$ cat config.mk
export PLATFORM = sky130hd
export DESIGN_NAME = counting_semaphore_timed_waits
export DESIGN_NICKNAME = d
export VERILOG_FILES = /design/src/rtl/core/csem_pkg.sv /design/src/rtl/core/counting_semaphore_timed_waits.sv /design/src/rtl/core/csem_queue_mem.sv
export SDC_FILE = /design/constraint.sdc
export NUM_CORES = 1
export LEC_CHECK = 0
export ABC_CLOCK_PERIOD_IN_PS = 5900
export BUFFER_PORTS_ARGS = -buffer_cell sky130_fd_sc_hd__clkbuf_2
export CORE_MARGIN = 3
export CORE_UTILIZATION = 56
export DETAILED_ROUTE_END_ITERATION = 8
export PLACE_DENSITY_LB_ADDON = 0.05
export SKIP_CTS_REPAIR_TIMING = 1
export SLEW_MARGIN = 0
export SYNTH_ARGS = -nofsm -noshare
export SYNTH_HDL_FRONTEND = slang
export SYNTH_HIERARCHICAL = 1
export SYNTH_SLANG_ARGS = --single-unit
$ cat constraint.sdc
create_clock -name clk_i -period 5.9 [get_ports clk_i]
set_input_delay 0 -clock clk_i [delete_from_list [all_inputs] [get_ports clk_i]]
set_output_delay 0 -clock clk_i [all_outputs]
set_load 0.01 [all_outputs]
$ cat src/rtl/core/csem_pkg.sv
// ----------------------------------------------------------------------------
// csem_pkg
// Types and constants of the counting semaphore with timed waits.
// ----------------------------------------------------------------------------
package csem_pkg;

  localparam int unsigned QueueDepth  = 16;
  localparam int unsigned ThreadBits  = 8;
  localparam int unsigned TimeoutBits = 16;

  typedef enum logic [1:0] {
    ModeWait   = 2'd0,
    ModeSignal = 2'd1,
    ModeTick   = 2'd2,
    ModeNone   = 2'd3
  } mode_e;

  typedef enum logic [2:0] {
    EvGranted  = 3'd0,
    EvBlocked  = 3'd1,
    EvWokenSig = 3'd2,
    EvWokenTmo = 3'd3,
    EvSigDone  = 3'd4,
    EvRejected = 3'd5,
    EvTickDone = 3'd6
  } event_e;

  typedef struct packed {
    logic [1:0]         mode;
    logic [7:0]         thread_id;
    logic [15:0]        max_wait;
    logic signed [15:0] signal_count;
  } req_t;

  typedef struct packed {
    logic [2:0]         event_res;
    logic [7:0]         thread_id_out;
    logic signed [15:0] return_value;
    logic signed [15:0] count_now;
    logic               last;
  } rsp_t;

  typedef enum logic [2:0] {
    StIdle,
    StRead,
    StScan,
    StEmit,
    StDone
  } state_e;

  function automatic logic signed [15:0] sat16(input logic signed [17:0] v);
    if (v > 18'sd32767) begin
      return 16'sh7fff;
    end else if (v < -18'sd32768) begin
      return 16'sh8000;
    end
    return v[15:0];
  endfunction

endpackage

$ cat src/rtl/core/counting_semaphore_timed_waits.sv
// ----------------------------------------------------------------------------
// counting_semaphore_timed_waits
// Counting semaphore with an ordered, timed waiter list.
// ----------------------------------------------------------------------------
// Usage: request beats (in_valid_i/in_stall_o, in_data_i) carry waits,
// signals and timer ticks. Response beats (out_valid_o/out_stall_i,
// out_data_o) give one or more events per request; the final one has
// last set. cfg_we_i with cfg_data_i reloads the count and empties the list.
// The waiters sit in a circular memory, each entry read and written back
// in turn, through the scan and emit states. The event beat of a wait or
// a negative signal is staged in the read state; the first one of any
// other signal or a tick in the scan state, after the registered read.
// A signal passes scan and emit once per woken waiter, a tick once per
// waiter; the memory sweep sets the time per request, and no request is
// taken while busy or holding an event. A timed-out waiter is closed up
// by copying later entries down during the same sweep. After reset the
// count is 0 and the list is empty. While the receiver stalls, the held
// event stays, the sweep waits before staging another and requests stall.
// ----------------------------------------------------------------------------
module counting_semaphore_timed_waits #(
  parameter int unsigned QUEUE_DEPTH  = csem_pkg::QueueDepth
) (
  input  logic            clk_i,
  input  logic            rst_ni,
  input  logic            cfg_we_i,
  input  logic [14:0]     cfg_data_i,
  input  logic            in_valid_i,
  output logic            in_stall_o,
  input  csem_pkg::req_t  in_data_i,
  output logic            out_valid_o,
  input  logic            out_stall_i,
  output csem_pkg::rsp_t  out_data_o
);

  localparam int unsigned THREAD_BITS  = csem_pkg::ThreadBits;
  localparam int unsigned TIMEOUT_BITS = csem_pkg::TimeoutBits;
  localparam int unsigned AW = $clog2(QUEUE_DEPTH);
  localparam int unsigned NW = $clog2(QUEUE_DEPTH + 1);
  localparam int unsigned MW = THREAD_BITS + TIMEOUT_BITS;
  localparam logic [NW-1:0] Full = NW'(QUEUE_DEPTH);

  csem_pkg::state_e state_q, state_d;
  csem_pkg::req_t   req_q;
  csem_pkg::rsp_t   rsp_q, rsp_d;
  logic             ov_q, ov_d;
  logic signed [15:0] cnt_q, cnt_d;
  logic [AW-1:0]    head_q, head_d;
  logic [NW-1:0]    tot_q, tot_d;
  logic [NW-1:0]    idx_q, idx_d;   // read position within list
  logic [NW-1:0]    wr_q, wr_d;     // write-back position (compaction)
  logic [15:0]      rel_q, rel_d;
  logic             we;
  logic [AW-1:0]    waddr, raddr;
  logic [MW-1:0]    wdata, rdata;
  logic [THREAD_BITS-1:0]  r_id;
  logic [TIMEOUT_BITS-1:0] r_tmo;
  logic signed [15:0] n;
  logic             take;
  logic             room;

  function automatic logic [AW-1:0] wrap(input logic [AW-1:0] b, input logic [NW-1:0] o);
    logic [NW:0] s;
    s = {1'b0, NW'(b)} + {1'b0, o};
    if (s >= (NW+1)'(QUEUE_DEPTH)) begin
      s = s - (NW+1)'(QUEUE_DEPTH);
    end
    return s[AW-1:0];
  endfunction

  assign r_id  = rdata[MW-1:TIMEOUT_BITS];
  assign r_tmo = rdata[TIMEOUT_BITS-1:0];
  assign n     = req_q.signal_count;
  assign take  = in_valid_i && !in_stall_o;
  assign room  = !ov_q || !out_stall_i;
  assign in_stall_o  = (state_q != csem_pkg::StIdle) || ov_q;
  assign out_valid_o = ov_q;
  assign out_data_o  = rsp_q;

  csem_queue_mem #(.Depth(QUEUE_DEPTH), .Width(MW), .AddrW(AW)) u_mem (
    .clk_i  (clk_i),
    .we_i   (we),
    .waddr_i(waddr),
    .wdata_i(wdata),
    .raddr_i(raddr),
    .rdata_o(rdata)
  );

  always_comb begin
    state_d = state_q;
    case (state_q)
      csem_pkg::StIdle: begin
        if (take) begin
          state_d = csem_pkg::StRead;
        end
      end
      csem_pkg::StRead: begin
        case (req_q.mode)
          csem_pkg::ModeWait: state_d = csem_pkg::StIdle;
          csem_pkg::ModeSignal: begin
            if (n < 0) begin
              state_d = csem_pkg::StIdle;
            end else begin
              state_d = csem_pkg::StScan;
            end
          end
          csem_pkg::ModeTick: state_d = csem_pkg::StScan;
          default: state_d = csem_pkg::StIdle;
        endcase
      end
      csem_pkg::StScan: begin
        if (req_q.mode == csem_pkg::ModeSignal) begin
          if (rel_q != 16'd0 && tot_q != '0) begin
            if (room) begin
              state_d = csem_pkg::StEmit;
            end
          end else if (room) begin
            state_d = csem_pkg::StIdle;
          end
        end else if (idx_q < tot_q) begin
          if (r_tmo != TIMEOUT_BITS'(1) || room) begin
            state_d = csem_pkg::StEmit;
          end
        end else if (room) begin
          state_d = csem_pkg::StIdle;
        end
      end
      csem_pkg::StEmit: state_d = csem_pkg::StScan;
      default: state_d = csem_pkg::StIdle;
    endcase
  end

  always_comb begin
    logic signed [17:0] sum;
    logic         more;
    cnt_d  = cnt_q;
    head_d = head_q;
    tot_d  = tot_q;
    idx_d  = idx_q;
    wr_d   = wr_q;
    rel_d  = rel_q;
    rsp_d  = rsp_q;
    ov_d   = ov_q && out_stall_i;
    we     = 1'b0;
    waddr  = wrap(head_q, wr_q);
    wdata  = rdata;
    raddr  = wrap(head_q, idx_q);
    sum    = '0;
    more   = 1'b0;
    case (state_q)
      csem_pkg::StRead: begin
        idx_d = '0;
        wr_d  = '0;
        rel_d = '0;
        raddr = head_q;
        case (req_q.mode)
          csem_pkg::ModeWait: begin
            rsp_d.thread_id_out = 8'(req_q.thread_id[THREAD_BITS-1:0]);
            rsp_d.last = 1'b1;
            ov_d = 1'b1;
            if (cnt_q > 16'sd0) begin
              cnt_d = cnt_q - 16'sd1;
              rsp_d.event_res = csem_pkg::EvGranted;
              rsp_d.return_value = 16'sd1;
            end else if (tot_q < Full) begin
              cnt_d = csem_pkg::sat16(18'(cnt_q) - 18'sd1);
              we    = 1'b1;
              waddr = wrap(head_q, tot_q);
              wdata = {req_q.thread_id[THREAD_BITS-1:0],
                       req_q.max_wait[TIMEOUT_BITS-1:0]};
              tot_d = tot_q + NW'(1);
              rsp_d.event_res = csem_pkg::EvBlocked;
              rsp_d.return_value = '0;
            end else begin
              rsp_d.event_res = csem_pkg::EvRejected;
              rsp_d.return_value = '0;
            end
            rsp_d.count_now = cnt_d;
          end
          csem_pkg::ModeSignal: begin
            if (n < 0) begin
              rsp_d = '{csem_pkg::EvSigDone, 8'd0, n, cnt_q, 1'b1};
              ov_d = 1'b1;
            end else if (n == 0) begin
              cnt_d = csem_pkg::sat16(18'(cnt_q) + 18'sd1);
              rel_d = (cnt_d <= 16'sd0) ? 16'd1 : 16'd0;
            end else begin
              cnt_d = csem_pkg::sat16(18'(cnt_q) + 18'(n));
              rel_d = n;
            end
          end
          default: ;
        endcase
      end
      csem_pkg::StScan: begin
        // rdata holds entry idx_q; decide and stage output, wait if stalled
        if (req_q.mode == csem_pkg::ModeSignal) begin
          if (rel_q != 16'd0 && tot_q != '0) begin
            if (room) begin
              rsp_d = '{csem_pkg::EvWokenSig, 8'(r_id), 16'sd1, cnt_q, 1'b0};
              ov_d  = 1'b1;
              head_d = wrap(head_q, NW'(1));
              tot_d = tot_q - NW'(1);
              rel_d = rel_q - 16'd1;
              wr_d  = wr_q + NW'(1);
            end
          end else if (room) begin
            rsp_d = '{csem_pkg::EvSigDone, 8'd0, 16'(wr_q), cnt_q, 1'b1};
            if (n == 16'sd0) begin
              rsp_d.return_value = '0;
            end
            ov_d = 1'b1;
          end
        end else begin
          if (idx_q < tot_q) begin
            if (r_tmo == TIMEOUT_BITS'(1)) begin
              if (room) begin
                sum   = 18'(cnt_q) + 18'sd1;
                cnt_d = csem_pkg::sat16(sum);
                rsp_d = '{csem_pkg::EvWokenTmo, 8'(r_id), 16'sd0, cnt_d, 1'b0};
                ov_d  = 1'b1;
                idx_d = idx_q + NW'(1);
              end
            end else begin
              we    = 1'b1;
              wdata = {r_id, (r_tmo == '0) ? r_tmo : r_tmo - TIMEOUT_BITS'(1)};
              idx_d = idx_q + NW'(1);
              wr_d  = wr_q + NW'(1);
            end
          end else if (room) begin
            tot_d = wr_q;
            rsp_d = '{csem_pkg::EvTickDone, 8'd0, 16'sd0, cnt_q, 1'b1};
            ov_d = 1'b1;
          end
        end
      end
      csem_pkg::StEmit: begin
        // re-read the next entry
        more = 1'b1;
      end
      default: ;
    endcase
    if (more) begin
      raddr = (req_q.mode == csem_pkg::ModeSignal) ? head_q : wrap(head_q, idx_q);
    end
  end

  always_ff @(posedge clk_i or negedge rst_ni) begin
    if (!rst_ni) begin
      state_q <= csem_pkg::StIdle;
      ov_q    <= 1'b0;
      cnt_q   <= '0;
      head_q  <= '0;
      tot_q   <= '0;
    end else if (cfg_we_i) begin
      state_q <= csem_pkg::StIdle;
      ov_q    <= 1'b0;
      cnt_q   <= 16'(cfg_data_i);
      head_q  <= '0;
      tot_q   <= '0;
    end else begin
      state_q <= state_d;
      ov_q    <= ov_d;
      cnt_q   <= cnt_d;
      head_q  <= head_d;
      tot_q   <= tot_d;
    end
  end

  always_ff @(posedge clk_i) begin
    if (take) begin
      req_q <= in_data_i;
    end
    rsp_q <= rsp_d;
    idx_q <= idx_d;
    wr_q  <= wr_d;
    rel_q <= rel_d;
  end

  a_tot_bound: assert property (@(posedge clk_i) disable iff (!rst_ni)
    tot_q <= Full) else $error("waiter total above depth");
  a_idle_no_busy: assert property (@(posedge clk_i) disable iff (!rst_ni)
    take && !cfg_we_i |=> state_q == csem_pkg::StRead) else $error("accept did not start");
  a_wait_one: assert property (@(posedge clk_i) disable iff (!rst_ni)
    (state_q == csem_pkg::StRead && req_q.mode == csem_pkg::ModeWait && !cfg_we_i)
    |=> ov_q && rsp_q.last) else $error("wait gave no final beat");

endmodule

$ cat src/rtl/core/csem_queue_mem.sv
// ----------------------------------------------------------------------------
// csem_queue_mem
// Waiter memory: one write port, one registered read port.
// ----------------------------------------------------------------------------
module csem_queue_mem #(
  parameter int unsigned Depth = csem_pkg::QueueDepth,
  parameter int unsigned Width = 24,
  parameter int unsigned AddrW = $clog2(Depth)
) (
  input  logic             clk_i,
  input  logic             we_i,
  input  logic [AddrW-1:0] waddr_i,
  input  logic [Width-1:0] wdata_i,
  input  logic [AddrW-1:0] raddr_i,
  output logic [Width-1:0] rdata_o
);

  logic [Width-1:0] mem_q [Depth];

  always_ff @(posedge clk_i) begin
    if (we_i) begin
      mem_q[waddr_i] <= wdata_i;
    end
    rdata_o <= mem_q[raddr_i];
  end

endmodule

==> out/results.ini <==
[status]
status=finished, final reports clean

[detailed_routing]
drc_errors=0
wire_per_inst_um=26.5
vias=16900
firstDrtPassIters=6
dr.first_iter.drc_count=2081
drtAntennaViolNets=0
wl_um=69500
drt-vias-per-instance=6.45

[placed_design]
place_ws_ns=1.24
hpwl_um=45200
port_buffers=107
gp_congestion=0.938

[logic_synthesis]
synth_top_cell_by_area=edfxtp_1
synth_seq_cells=549
yosysSeqAreaShare_pct=63.4
synthTopCellsByArea=edfxtp_1 59%, mux4_2 8.5%, dfrtp_1 2.9%, nand2_1 2.7%, ha_1 2.2%
synth.most_common_cell=edfxtp_1
synthFlopType=edfxtp_1
netlist_area_mm2=0.0254
yosysUniqueCellTypes=95
ys_warn_count=6
ys_top_cells_by_count=496 x edfxtp_1, 184 x nand2_1, 106 x nor2_1
yosysTopAreaCellShare_pct=58.6
synth_edf_count=496
syn_inst=1815
async_reset_ff_share_pct=5.28
synth_nets=1925
syn_area_per_cell_um2=14.0

[power]
ir_worst_vdd_v=0.000264
power_uw=8420
p_leak_uw=0.0102
p_per_area_mw_per_mm2=289

[setup_path]
critPathMaxFanout=24
path_cells=or4_1 > nor4_4 > a21o_2 > and3_1 > buf_4 > nand2_1 > mux2i_1 > nand2_1 > nor2_4
required_ns=6.12
crit_type=flop to flop
critPathSlowestCell=nor2_4
worstSetupStartpointType=flop
path_buf_inv=1
reg2reg_depth=9
crit_cells=9
cpMostUsedCell=nand2_1
setup.worst_path.end_class=flop
arrival_ns=4.94
crit_family=simple AND/OR/NAND/NOR gates
cpPeakStageDelay_ns=0.87

[clock_network]
cts_tree=built
htree_num_levels=2
clock_sinks=549
clk_root_buffer_cell=clkbuf_16
cts_buffers=55
clk_path_buf_depth=3
path_clk_slew_ns=0.06
clk_latency_ns=0.62

[sta]
setup_tns_ns=0
worst_pin_slew_ns=1.26
min_period_over_period_pct=80.0
maxSlewHeadroom_pct=15.4
setup_viol=0
drv_slew=0
clock-skew-final_ns=0.0277
clock.fmax_mhz=212
rsz0062_at_grt=false
min_period_ns=4.72
setup_slack_ns=1.18
final-hold-violation-count=0
finalHoldWorstSlack_ns=0.0650

[min_path]
hold_class=input pin to async pin

[grt]
grt_pass1_vias=16500
antenna_found_initial=0
grt_pass1_wl_um=103000
grt_use_total_pct=28.9
grt_overflow=0
grt_max_degree=68

[floorplan]
start_util_pct=57.1
core_mm2=0.0445
rows=77
die_area_mm2=0.0480
die_y_um=219
die_w_um=219
ios=108

[job]
cap_viol_max_count=0

[final_layout]
final_nets=2094
n_fill_cell=3270
drive_gt1_share_pct=19.2
utilization_pct=65.5
area_growth_pct=14.8

worst paths after layout:
kind	startpoint	end	slack [ns]
min	rst_ni	cnt_q[13]$_DFFE_PN0P_	0.07
min reg2reg	u_mem/rdata_o[18]$_DFF_P_	out_data_o[35]$_DFFE_PP_	0.55
max in group asynchronous	rst_ni	tot_q[0]$_DFFE_PN0P_	5.20
max	cnt_q[6]$_DFFE_PN0P_	u_mem/mem_q[11][3]$_DFFE_PP_	1.18
max reg2reg	cnt_q[6]$_DFFE_PN0P_	u_mem/mem_q[11][3]$_DFFE_PP_	1.18
min in group clk_i	in_data_i[31]	req_q[31]$_DFFE_PP_	0.08
sequential cells by signal, summed over array words and instances, names as in the netlist:
| name | cells |
|---|---|
| cnt_q | 16 |
| head_q | 4 |
| idx_q | 5 |
| n | 16 |
| out_data_o | 44 |
| out_valid_o | 1 |
| rel_q | 16 |
| req_q | 26 |
| state_q | 3 |
| tot_q | 5 |
| u_mem/mem_q | 384 |
| u_mem/rdata_o | 24 |
| wr_q | 5 |
cell type report:
type                            count  area (um2)  area share [%]
Sequential cell                   549       16100            55.2
Multi-Input combinational cell   1121        8840            30.3
Timing Repair Buffer              219        1530            5.24
Clock buffer                       69        1460            5.00
Tap cell                          592         741            2.54
Clock inverter                     34         343            1.18
Inverter                           38         143           0.489
Antenna cell                        1        2.50         0.00858
layout by cell type, fill, tap and decap left out, types with 30 or more instances in the layout:
master and instances:
nor3_1 32, clkbuf_16 55, a22oi_1 52, nor2_1 92, o21ai_0 67, inv_1 36
dlygate4sd3_1 60, mux4_2 96, ha_1 44, xnor2_1 34, edfxtp_1 496, nand3_1 30
buf_4 52, nand2_1 183, a21oi_1 88, clkbuf_2 107
metal layers:
layer / vias up / part of all wire [%] / track usage (%)
li1: 7495 / - / -
met1: 8427 / 40 / 40.2
met2: 824 / 48 / 46.2
met3: 173 / 7.9 / 4.79
met4: 0 / 4.2 / 11.7
met5: - / 0 / 0
power breakdown:
group / total (uW) / switching (uW) / internal (uW)
Clock: 3490 / 1500 / 1980
Sequential: 4290 / 45.4 / 4250
Combinational: 646 / 401 / 245
Total: 8420 / 1950 / 6470
stage by stage:
stage	cell area, um2	instances
global placement	26700	2459
finish	29200	2623
detailed placement	26700	2459
floorplan	25400	1815
CTS	28500	2562
global route	29200	2622
cell families (layout without fill, tap and decap cells):
| kind of cell | count (synthesis) | in the layout | share of synthesized area (%) |
|---|---|---|---|
| mux | 110 | 110 | 9.08 |
| simple gates | 498 | 498 | 9.58 |
| compound gates | 408 | 408 | 11.0 |
| xor+xnor | 56 | 56 | 1.93 |
| other cells | 1 | 2 | 0.0148 |
| fa+ha+maj | 48 | 48 | 2.48 |
| flops | 549 | 549 | 63.4 |
| buf+inv | 145 | 360 | 2.48 |
Power figures use the tool's default switching activity.
